File: config.mk
export PLATFORM = sky130hd
export DESIGN_NAME = sha256_stream_hasher
export DESIGN_NICKNAME = d
export VERILOG_FILES = /design/src/sv/sha_pkg.sv /design/src/sv/sha_datapath.sv /design/src/sv/sha_ctrl.sv /design/src/sv/sha256_stream_hasher.sv
export SDC_FILE = /design/constraint.sdc
export NUM_CORES = 2
export LEC_CHECK = 0
export ABC_CLOCK_PERIOD_IN_PS = 9350
export BUFFER_PORTS_ARGS = -buffer_cell sky130_fd_sc_hd__buf_2
export CORE_MARGIN = 2
export CORE_UTILIZATION = 40
export CTS_CLUSTER_DIAMETER = 30
export DETAILED_ROUTE_END_ITERATION = 8
export SYNTH_ARGS = -nofsm -noshare
export SYNTH_HDL_FRONTEND = slang
export SYNTH_HIERARCHICAL = 1
export SYNTH_SLANG_ARGS = --single-unit
export TNS_END_PERCENT = 50
File: constraint.sdc
create_clock -name clock -period 9.35 [get_ports clock]
set_input_delay 0.935 -clock clock [delete_from_list [all_inputs] [get_ports clock]]
set_output_delay 0.935 -clock clock [all_outputs]
set_load 0.005 [all_outputs]
File: src/sv/sha_pkg.sv
// Shared constants, tables and command type for the SHA-256 stream hasher.
`default_nettype none

package sha_pkg;

   localparam int unsigned MSG_BITS = 512;
   localparam logic [7:0] PAD_BYTE = 8'h80;
   localparam logic [5:0] LAST_FILL = 6'd63;
   localparam logic [5:0] LEN_POS = 6'd56;
   localparam logic [5:0] LAST_ROUND = 6'd63;
   localparam logic [1:0] LAST_WORD = 2'd3;
   localparam logic KIND_APPEND = 1'b0;

   localparam logic [31:0] INIT_HASH [8] = '{
      32'h6a09e667, 32'hbb67ae85, 32'h3c6ef372, 32'ha54ff53a,
      32'h510e527f, 32'h9b05688c, 32'h1f83d9ab, 32'h5be0cd19};

   localparam logic [31:0] ROUND_K [64] = '{
      32'h428a2f98, 32'h71374491, 32'hb5c0fbcf, 32'he9b5dba5,
      32'h3956c25b, 32'h59f111f1, 32'h923f82a4, 32'hab1c5ed5,
      32'hd807aa98, 32'h12835b01, 32'h243185be, 32'h550c7dc3,
      32'h72be5d74, 32'h80deb1fe, 32'h9bdc06a7, 32'hc19bf174,
      32'he49b69c1, 32'hefbe4786, 32'h0fc19dc6, 32'h240ca1cc,
      32'h2de92c6f, 32'h4a7484aa, 32'h5cb0a9dc, 32'h76f988da,
      32'h983e5152, 32'ha831c66d, 32'hb00327c8, 32'hbf597fc7,
      32'hc6e00bf3, 32'hd5a79147, 32'h06ca6351, 32'h14292967,
      32'h27b70a85, 32'h2e1b2138, 32'h4d2c6dfc, 32'h53380d13,
      32'h650a7354, 32'h766a0abb, 32'h81c2c92e, 32'h92722c85,
      32'ha2bfe8a1, 32'ha81a664b, 32'hc24b8b70, 32'hc76c51a3,
      32'hd192e819, 32'hd6990624, 32'hf40e3585, 32'h106aa070,
      32'h19a4c116, 32'h1e376c08, 32'h2748774c, 32'h34b0bcb5,
      32'h391c0cb3, 32'h4ed8aa4a, 32'h5b9cca4f, 32'h682e6ff3,
      32'h748f82ee, 32'h78a5636f, 32'h84c87814, 32'h8cc70208,
      32'h90befffa, 32'ha4506ceb, 32'hbef9a3f7, 32'hc67178f2};

   typedef struct packed {
      logic       push;       // shift one byte into the message window
      logic [7:0] push_byte;
      logic       start;      // load working variables from chain state
      logic       round;      // run one compression round
      logic [5:0] round_idx;
      logic       fold;       // add working variables into chain state
      logic       init;       // chain state back to the initial vector
      logic [1:0] word_sel;   // digest word on the result port
   } sha_cmd_type;

endpackage

`default_nettype wire

File: src/sv/sha_datapath.sv
// SHA-256 datapath: message window, working variables and chain state.
`default_nettype none

module sha_datapath (
   input  wire logic                clock,
   input  wire logic                reset,
   input  wire sha_pkg::sha_cmd_type cmd,
   output logic [63:0]              digest_word
);
   import sha_pkg::*;

   function automatic logic [31:0] rotr(input logic [31:0] x, input int unsigned n);
      return (x >> n) | (x << (32 - n));
   endfunction

   logic [MSG_BITS-1:0] msg_ff, msg_in;
   logic [31:0]         h_ff [8];
   logic [31:0]         h_in [8];
   logic [31:0]         s_ff [8];
   logic [31:0]         s_in [8];

   logic [31:0] win [16];
   logic [31:0] w_new, sg0, sg1, t1, t2, ch, maj, bs0, bs1;

   always_comb begin
      for (int i = 0; i < 16; i++) begin
         win[i] = msg_ff[MSG_BITS-1-32*i -: 32];
      end
      // window slot 0 holds W[t]; slot 15 receives W[t+16]
      sg0 = rotr(win[1], 7) ^ rotr(win[1], 18) ^ (win[1] >> 3);
      sg1 = rotr(win[14], 17) ^ rotr(win[14], 19) ^ (win[14] >> 10);
      w_new = win[0] + sg0 + win[9] + sg1;

      bs1 = rotr(s_ff[4], 6) ^ rotr(s_ff[4], 11) ^ rotr(s_ff[4], 25);
      ch = (s_ff[4] & s_ff[5]) ^ (~s_ff[4] & s_ff[6]);
      t1 = s_ff[7] + bs1 + ch + ROUND_K[cmd.round_idx] + win[0];
      bs0 = rotr(s_ff[0], 2) ^ rotr(s_ff[0], 13) ^ rotr(s_ff[0], 22);
      maj = (s_ff[0] & s_ff[1]) ^ (s_ff[0] & s_ff[2]) ^ (s_ff[1] & s_ff[2]);
      t2 = bs0 + maj;

      msg_in = msg_ff;
      s_in = s_ff;
      h_in = h_ff;

      if (cmd.push) begin
         msg_in = {msg_ff[MSG_BITS-9:0], cmd.push_byte};
      end else if (cmd.round) begin
         msg_in = {msg_ff[MSG_BITS-33:0], w_new};
      end

      if (cmd.start) begin
         s_in = h_ff;
      end else if (cmd.round) begin
         s_in[7] = s_ff[6];
         s_in[6] = s_ff[5];
         s_in[5] = s_ff[4];
         s_in[4] = s_ff[3] + t1;
         s_in[3] = s_ff[2];
         s_in[2] = s_ff[1];
         s_in[1] = s_ff[0];
         s_in[0] = t1 + t2;
      end

      if (cmd.init) begin
         h_in = INIT_HASH;
      end else if (cmd.fold) begin
         for (int i = 0; i < 8; i++) begin
            h_in[i] = h_ff[i] + s_ff[i];
         end
      end
   end

   always_ff @(posedge clock) begin
      msg_ff <= msg_in;
      s_ff <= s_in;
      if (reset) begin
         h_ff <= INIT_HASH;
      end else begin
         h_ff <= h_in;
      end
   end

   assign digest_word = {h_ff[{cmd.word_sel, 1'b0}], h_ff[{cmd.word_sel, 1'b1}]};

endmodule

`default_nettype wire

File: src/sv/sha_ctrl.sv
// SHA-256 controller: handshakes, byte counting, padding and round sequencing.
`default_nettype none

module sha_ctrl (
   input  wire logic           clock,
   input  wire logic           reset,
   input  wire logic           req_valid,
   output logic                req_stall,
   input  wire logic           req_kind,
   input  wire logic [7:0]     req_data_byte,
   output logic                rsp_valid,
   input  wire logic           rsp_stall,
   output logic [1:0]          rsp_word_index,
   output logic                rsp_last,
   output sha_pkg::sha_cmd_type cmd
);
   import sha_pkg::*;

   typedef enum logic [2:0] {
      ST_IDLE, ST_ROUND, ST_FOLD, ST_PAD, ST_EMIT
   } state_type;

   typedef enum logic [1:0] {
      PH_MARK, PH_ZERO, PH_LEN
   } phase_type;

   state_type   state_ff, state_in;
   phase_type   phase_ff, phase_in;
   logic [5:0]  fill_ff, fill_in;
   logic [63:0] total_ff, total_in;
   logic [63:0] len_ff, len_in;
   logic [5:0]  round_ff, round_in;
   logic        padding_ff, padding_in;
   logic        done_ff, done_in;
   logic [1:0]  idx_ff, idx_in;
   logic        rsp_valid_ff, rsp_valid_in;

   always_comb begin
      state_in = state_ff;
      phase_in = phase_ff;
      fill_in = fill_ff;
      total_in = total_ff;
      len_in = len_ff;
      round_in = round_ff;
      padding_in = padding_ff;
      done_in = done_ff;
      idx_in = idx_ff;
      rsp_valid_in = rsp_valid_ff;

      cmd = '0;
      cmd.round_idx = round_ff;
      cmd.word_sel = idx_ff;
      req_stall = (state_ff != ST_IDLE);

      case (state_ff)
         ST_IDLE: begin
            if (req_valid) begin
               if (req_kind == KIND_APPEND) begin
                  cmd.push = 1'b1;
                  cmd.push_byte = req_data_byte;
                  total_in = total_ff + 64'd1;
                  fill_in = fill_ff + 6'd1;
                  if (fill_ff == LAST_FILL) begin
                     cmd.start = 1'b1;
                     round_in = '0;
                     state_in = ST_ROUND;
                  end
               end else begin
                  len_in = {total_ff[60:0], 3'b000};
                  phase_in = PH_MARK;
                  padding_in = 1'b1;
                  done_in = 1'b0;
                  state_in = ST_PAD;
               end
            end
         end
         ST_ROUND: begin
            cmd.round = 1'b1;
            round_in = round_ff + 6'd1;
            if (round_ff == LAST_ROUND) begin
               state_in = ST_FOLD;
            end
         end
         ST_FOLD: begin
            cmd.fold = 1'b1;
            if (done_ff) begin
               idx_in = '0;
               rsp_valid_in = 1'b1;
               state_in = ST_EMIT;
            end else if (padding_ff) begin
               state_in = ST_PAD;
            end else begin
               state_in = ST_IDLE;
            end
         end
         ST_PAD: begin
            cmd.push = 1'b1;
            fill_in = fill_ff + 6'd1;
            case (phase_ff)
               PH_MARK: begin
                  cmd.push_byte = PAD_BYTE;
                  phase_in = (fill_ff == LEN_POS - 6'd1) ? PH_LEN : PH_ZERO;
               end
               PH_ZERO: begin
                  cmd.push_byte = 8'h00;
                  if (fill_ff == LEN_POS - 6'd1) begin
                     phase_in = PH_LEN;
                  end
               end
               PH_LEN: begin
                  // bit length goes out most significant byte first
                  cmd.push_byte = len_ff[63:56];
                  len_in = {len_ff[55:0], 8'h00};
                  if (fill_ff == LAST_FILL) begin
                     done_in = 1'b1;
                  end
               end
               default: begin
                  cmd.push_byte = 8'h00;
               end
            endcase
            if (fill_ff == LAST_FILL) begin
               cmd.start = 1'b1;
               round_in = '0;
               state_in = ST_ROUND;
            end
         end
         ST_EMIT: begin
            if (!rsp_stall) begin
               idx_in = idx_ff + 2'd1;
               if (idx_ff == LAST_WORD) begin
                  cmd.init = 1'b1;
                  rsp_valid_in = 1'b0;
                  fill_in = '0;
                  total_in = '0;
                  padding_in = 1'b0;
                  done_in = 1'b0;
                  state_in = ST_IDLE;
               end
            end
         end
         default: begin
            state_in = ST_IDLE;
         end
      endcase
   end

   always_ff @(posedge clock) begin
      len_ff <= len_in;
      if (reset) begin
         state_ff <= ST_IDLE;
         phase_ff <= PH_MARK;
         fill_ff <= '0;
         total_ff <= '0;
         round_ff <= '0;
         padding_ff <= 1'b0;
         done_ff <= 1'b0;
         idx_ff <= '0;
         rsp_valid_ff <= 1'b0;
      end else begin
         state_ff <= state_in;
         phase_ff <= phase_in;
         fill_ff <= fill_in;
         total_ff <= total_in;
         round_ff <= round_in;
         padding_ff <= padding_in;
         done_ff <= done_in;
         idx_ff <= idx_in;
         rsp_valid_ff <= rsp_valid_in;
      end
   end

   assign rsp_valid = rsp_valid_ff;
   assign rsp_word_index = idx_ff;
   assign rsp_last = (idx_ff == LAST_WORD);

endmodule

`default_nettype wire

File: src/sv/sha256_stream_hasher.sv
// Append item: taken while idle; the item that completes a 64-byte block stalls the input
// while the single round unit runs its 64 rounds and then the chain-state add.
// Finish item: one pad byte per cycle (9 to 72 bytes), a compression after each full
// block (one or two), then four digest words, one per cycle when not stalled.
// Reset: chain state to the initial vector, byte and fill counters cleared;
// the message window is not cleared.
`default_nettype none

module sha256_stream_hasher (
   input  wire logic        clock,
   input  wire logic        reset,
   input  wire logic        req_valid,
   output logic             req_stall,
   input  wire logic        req_kind,
   input  wire logic [7:0]  req_data_byte,
   output logic             rsp_valid,
   input  wire logic        rsp_stall,
   output logic [63:0]      rsp_digest_word,
   output logic [1:0]       rsp_word_index,
   output logic             rsp_last
);
   import sha_pkg::*;

   sha_cmd_type cmd;

   sha_ctrl u_ctrl (
      .clock          (clock),
      .reset          (reset),
      .req_valid      (req_valid),
      .req_stall      (req_stall),
      .req_kind       (req_kind),
      .req_data_byte  (req_data_byte),
      .rsp_valid      (rsp_valid),
      .rsp_stall      (rsp_stall),
      .rsp_word_index (rsp_word_index),
      .rsp_last       (rsp_last),
      .cmd            (cmd)
   );

   sha_datapath u_datapath (
      .clock       (clock),
      .reset       (reset),
      .cmd         (cmd),
      .digest_word (rsp_digest_word)
   );

endmodule

`default_nettype wire

==> results.py <==
metrics = {
    "run_status": {
        "status": "finished, final reports clean",
    },
    "cells_and_area": {
        "layout_commonest_cell": "edfxtp_1",
        "multiInputGateArea_um2": 42300,
        "layout_common_cells": "edfxtp_1 (829), mux2_2 (661), nand2_1 (585), inv_1 (506), o21ai_0 (506)",
        "area_growth_pct": 17.2,
        "seq_area_um2": 31700,
        "nets": 8091,
        "drive_above_1_share_pct": 19.1,
        "fillers": 17400,
        "stdcell_count": 10200,
    },
    "timing": {
        "clock.fmax_mhz": 112,
        "setup_tns_ns": 0,
        "rsz0062_at_grt": "false",
        "hold_violations": 0,
        "maxSlewHeadroom_pct": 19.7,
        "min_period_ns": 8.90,
        "setup-violations-final": 0,
        "period_share_pct": 95.2,
        "finClkSkew_ns": 0.0815,
        "slew_viol_final": 0,
        "worstMarginPinSlew_ns": 1.20,
    },
    "synth": {
        "synthCells": 7320,
        "yosys-top-cells-area": "edfxtp_1 (32%), mux2_2 (9.7%), dfxtp_1 (8.8%), ha_1 (6.5%), fa_1 (5.1%)",
        "yosysTopAreaCellShare_pct": 32.3,
        "synth_area_um2": 77100,
        "synth-seq-area-share_pct": 41.1,
        "synth_largest_area_cell": "edfxtp_1",
        "ys_types": 106,
        "postSynthAreaPerCell_um2": 10.5,
        "ys_warn_count": 6,
        "synthFlopType": "edfxtp_1",
        "synth_edf_count": 829,
        "async_reset_ff_share_pct": 0,
        "ys_ff_latch": 1168,
        "synth_nets": 7926,
    },
    "die": {
        "start_util_pct": 40.2,
        "core_region_area_um2": 192000,
        "io_pins": 82,
        "rows": 161,
        "dieArea_um2": 196000,
        "chipHeight_um": 443,
        "fp.dieW_um": 443,
    },
    "critical_path": {
        "timing.rr.end": "u_datapath/s_ff[255]",
        "reg2reg_slack_ns": 0.45,
        "cp-start-kind": "flip-flop",
        "crit_required_ns": 9.94,
        "r2r_start": "u_ctrl/round_ff[1]",
        "worst_path_max_delay_cell": "fa_1",
        "critPathCaptureType": "flip-flop",
        "rr_worst_depth": 37,
        "critPathMaxFanout": 11,
        "path_common_cell": "inv_1",
        "crit_type": "flip-flop to flip-flop",
        "slowest_delay_ns": 0.49,
        "arrival_ns": 9.49,
    },
    "hold_path": {
        "whs_endpoint": "u_ctrl/rsp_word_index[0]",
        "holdPathStages": 4,
        "hp-class": "input pin to flip-flop",
        "min_from": "rsp_stall",
    },
    "global_route": {
        "grt_max_degree": 199,
        "grt_pass1_vias": 56900,
        "use_met1_pct": 31.2,
        "grt_pass1_wl_um": 359000,
        "met3_usage_pct": 3.61,
        "grt_use_total_pct": 24.1,
        "antenna_found_initial": 4,
        "gr-total-overflow": 0,
        "grtUsageMet2_pct": 39.7,
        "grt-busiest-layer": "met2",
    },
    "placement": {
        "dp_hpwl_um": 179000,
        "gp_congestion": 0.956,
        "numPortBuffers": 81,
        "place_inst": 9704,
    },
    "detailed_routing": {
        "wl_per_cell_um": 23.8,
        "final_antenna_net_count": 0,
        "drtPass1Iterations": 6,
        "via_count": 58000,
        "drc": 0,
        "drtIter0Drc": 5241,
        "vias_per_cell": 5.66,
        "wirelength_um": 244000,
    },
    "clock_network": {
        "clock_sinks": 1168,
        "cts_buffers": 305,
        "clockRootBuffer": "clkbuf_16",
        "worstSkewPairLatency_ns": 0.92,
        "cts_tree": "built",
        "clockBufferDepth": 4,
        "clk_pin_slew_worst_paths_ns": 0.04,
        "htree_levels": 5,
    },
    "flow_run": {
        "drv_cap": 0,
    },
}
==> cells by family after synthesis <==
family	count (synthesis)	share of synthesized area (%)
multiplexers	844	13.2
AO/OA/AOI/OAI	1680	13.7
flip-flops	1168	41.1
AND/OR/NAND/NOR	1605	9.65
XOR/XNOR	593	6.75
adder cells (fa/ha/maj)	596	11.6
buffers and inverters	834	4.12
==> state kept, by name, indices dropped and copies added, names as in the netlist <==
signal,flops
u_ctrl/rsp_word_index,2
u_ctrl/fill_ff,6
u_ctrl/phase_ff,2
u_datapath/s_ff,256
u_ctrl/state_ff,3
u_datapath/h_ff,256
u_ctrl/round_ff,6
u_ctrl/rsp_valid,1
u_ctrl/len_ff,61
u_ctrl/padding_ff,1
u_ctrl/done_ff,1
u_datapath/msg_ff,512
u_ctrl/total_ff,61
==> Yosys cell counts, types with 222 or more instances <==
library cell  count
a21oi_1         468
clkbuf_1        265
dfxtp_1         339
edfxtp_1        829
ha_1            398
inv_1           507
mux2_2          661
nand2_1         585
nor2_1          431
o21ai_0         507
xnor2_1         370
xor2_1          222
==> routing by layer <==
metal,up-vias,part of all wire (%)
li1,26900,-
met1,28600,42
met2,2034,47
met3,499,6.3
met4,2,4.6
met5,-,0.0074
==> critical path: cells and delay by family (launching register included) <==
kind / cells / cell delay (ns)
compound gates: 16 / 3.61
xor+xnor: 2 / 0.31
fa+ha+maj: 6 / 2.31
buf+inv: 7 / 1.17
flops: 1 / 0.32
simple gates: 6 / 0.91
==> layout make-up <==
class,count,area share [%]
multi-input combinational,5318,46.8
inverter,509,2.12
tap,2526,3.50
clock buffer,371,9.05
timing repair buffer,183,1.38
sequential,1168,35.1
antenna,1,0.00277
clock inverter,166,2.08
==> stage by stage <==
| stage | setup slack (ns) | hold slack [ns] | util (%) | cell area (um2) |
|---|---|---|---|---|
| after floorplan | 0.257 | 0.449 | - | 77100 |
| after CTS | 0.554 | 0.407 | 47.1 | 90400 |
| after global routing | 0.00208 | 0.465 | 47.1 | 90400 |
| final | 0.451 | 0.473 | 47.1 | 90400 |
| after detailed placement | 0.569 | 0.485 | 41.8 | 80300 |
| after global placement | 0.632 | 0.475 | 41.8 | 80300 |
==> how the worst max path moves through the flow <==
stage	startpoint	to	slack (ns)
2_1_floorplan	req_valid	u_datapath/msg_ff[0]	0.26
3_3_place_gp	u_ctrl/round_ff[1]	u_datapath/s_ff[254]	0.63
3_5_place_dp	u_ctrl/round_ff[1]	u_datapath/s_ff[254]	0.57
4_1_cts	u_ctrl/round_ff[1]	u_datapath/s_ff[254]	0.55
5_1_grt	u_ctrl/round_ff[1]	u_datapath/s_ff[255]	0.002
6_report	u_ctrl/round_ff[1]	u_datapath/s_ff[255]	0.45
==> timing repair <==
action                     CTS  global route
hold buffers                 0             0
setup buffers                0             0
gates resized for setup      0             1
setup endpoints to repair    0             1
Power is left out: the tool's default activity adds up to more than one toggle a clock period on the data nets, which glitch-free logic cannot reach.
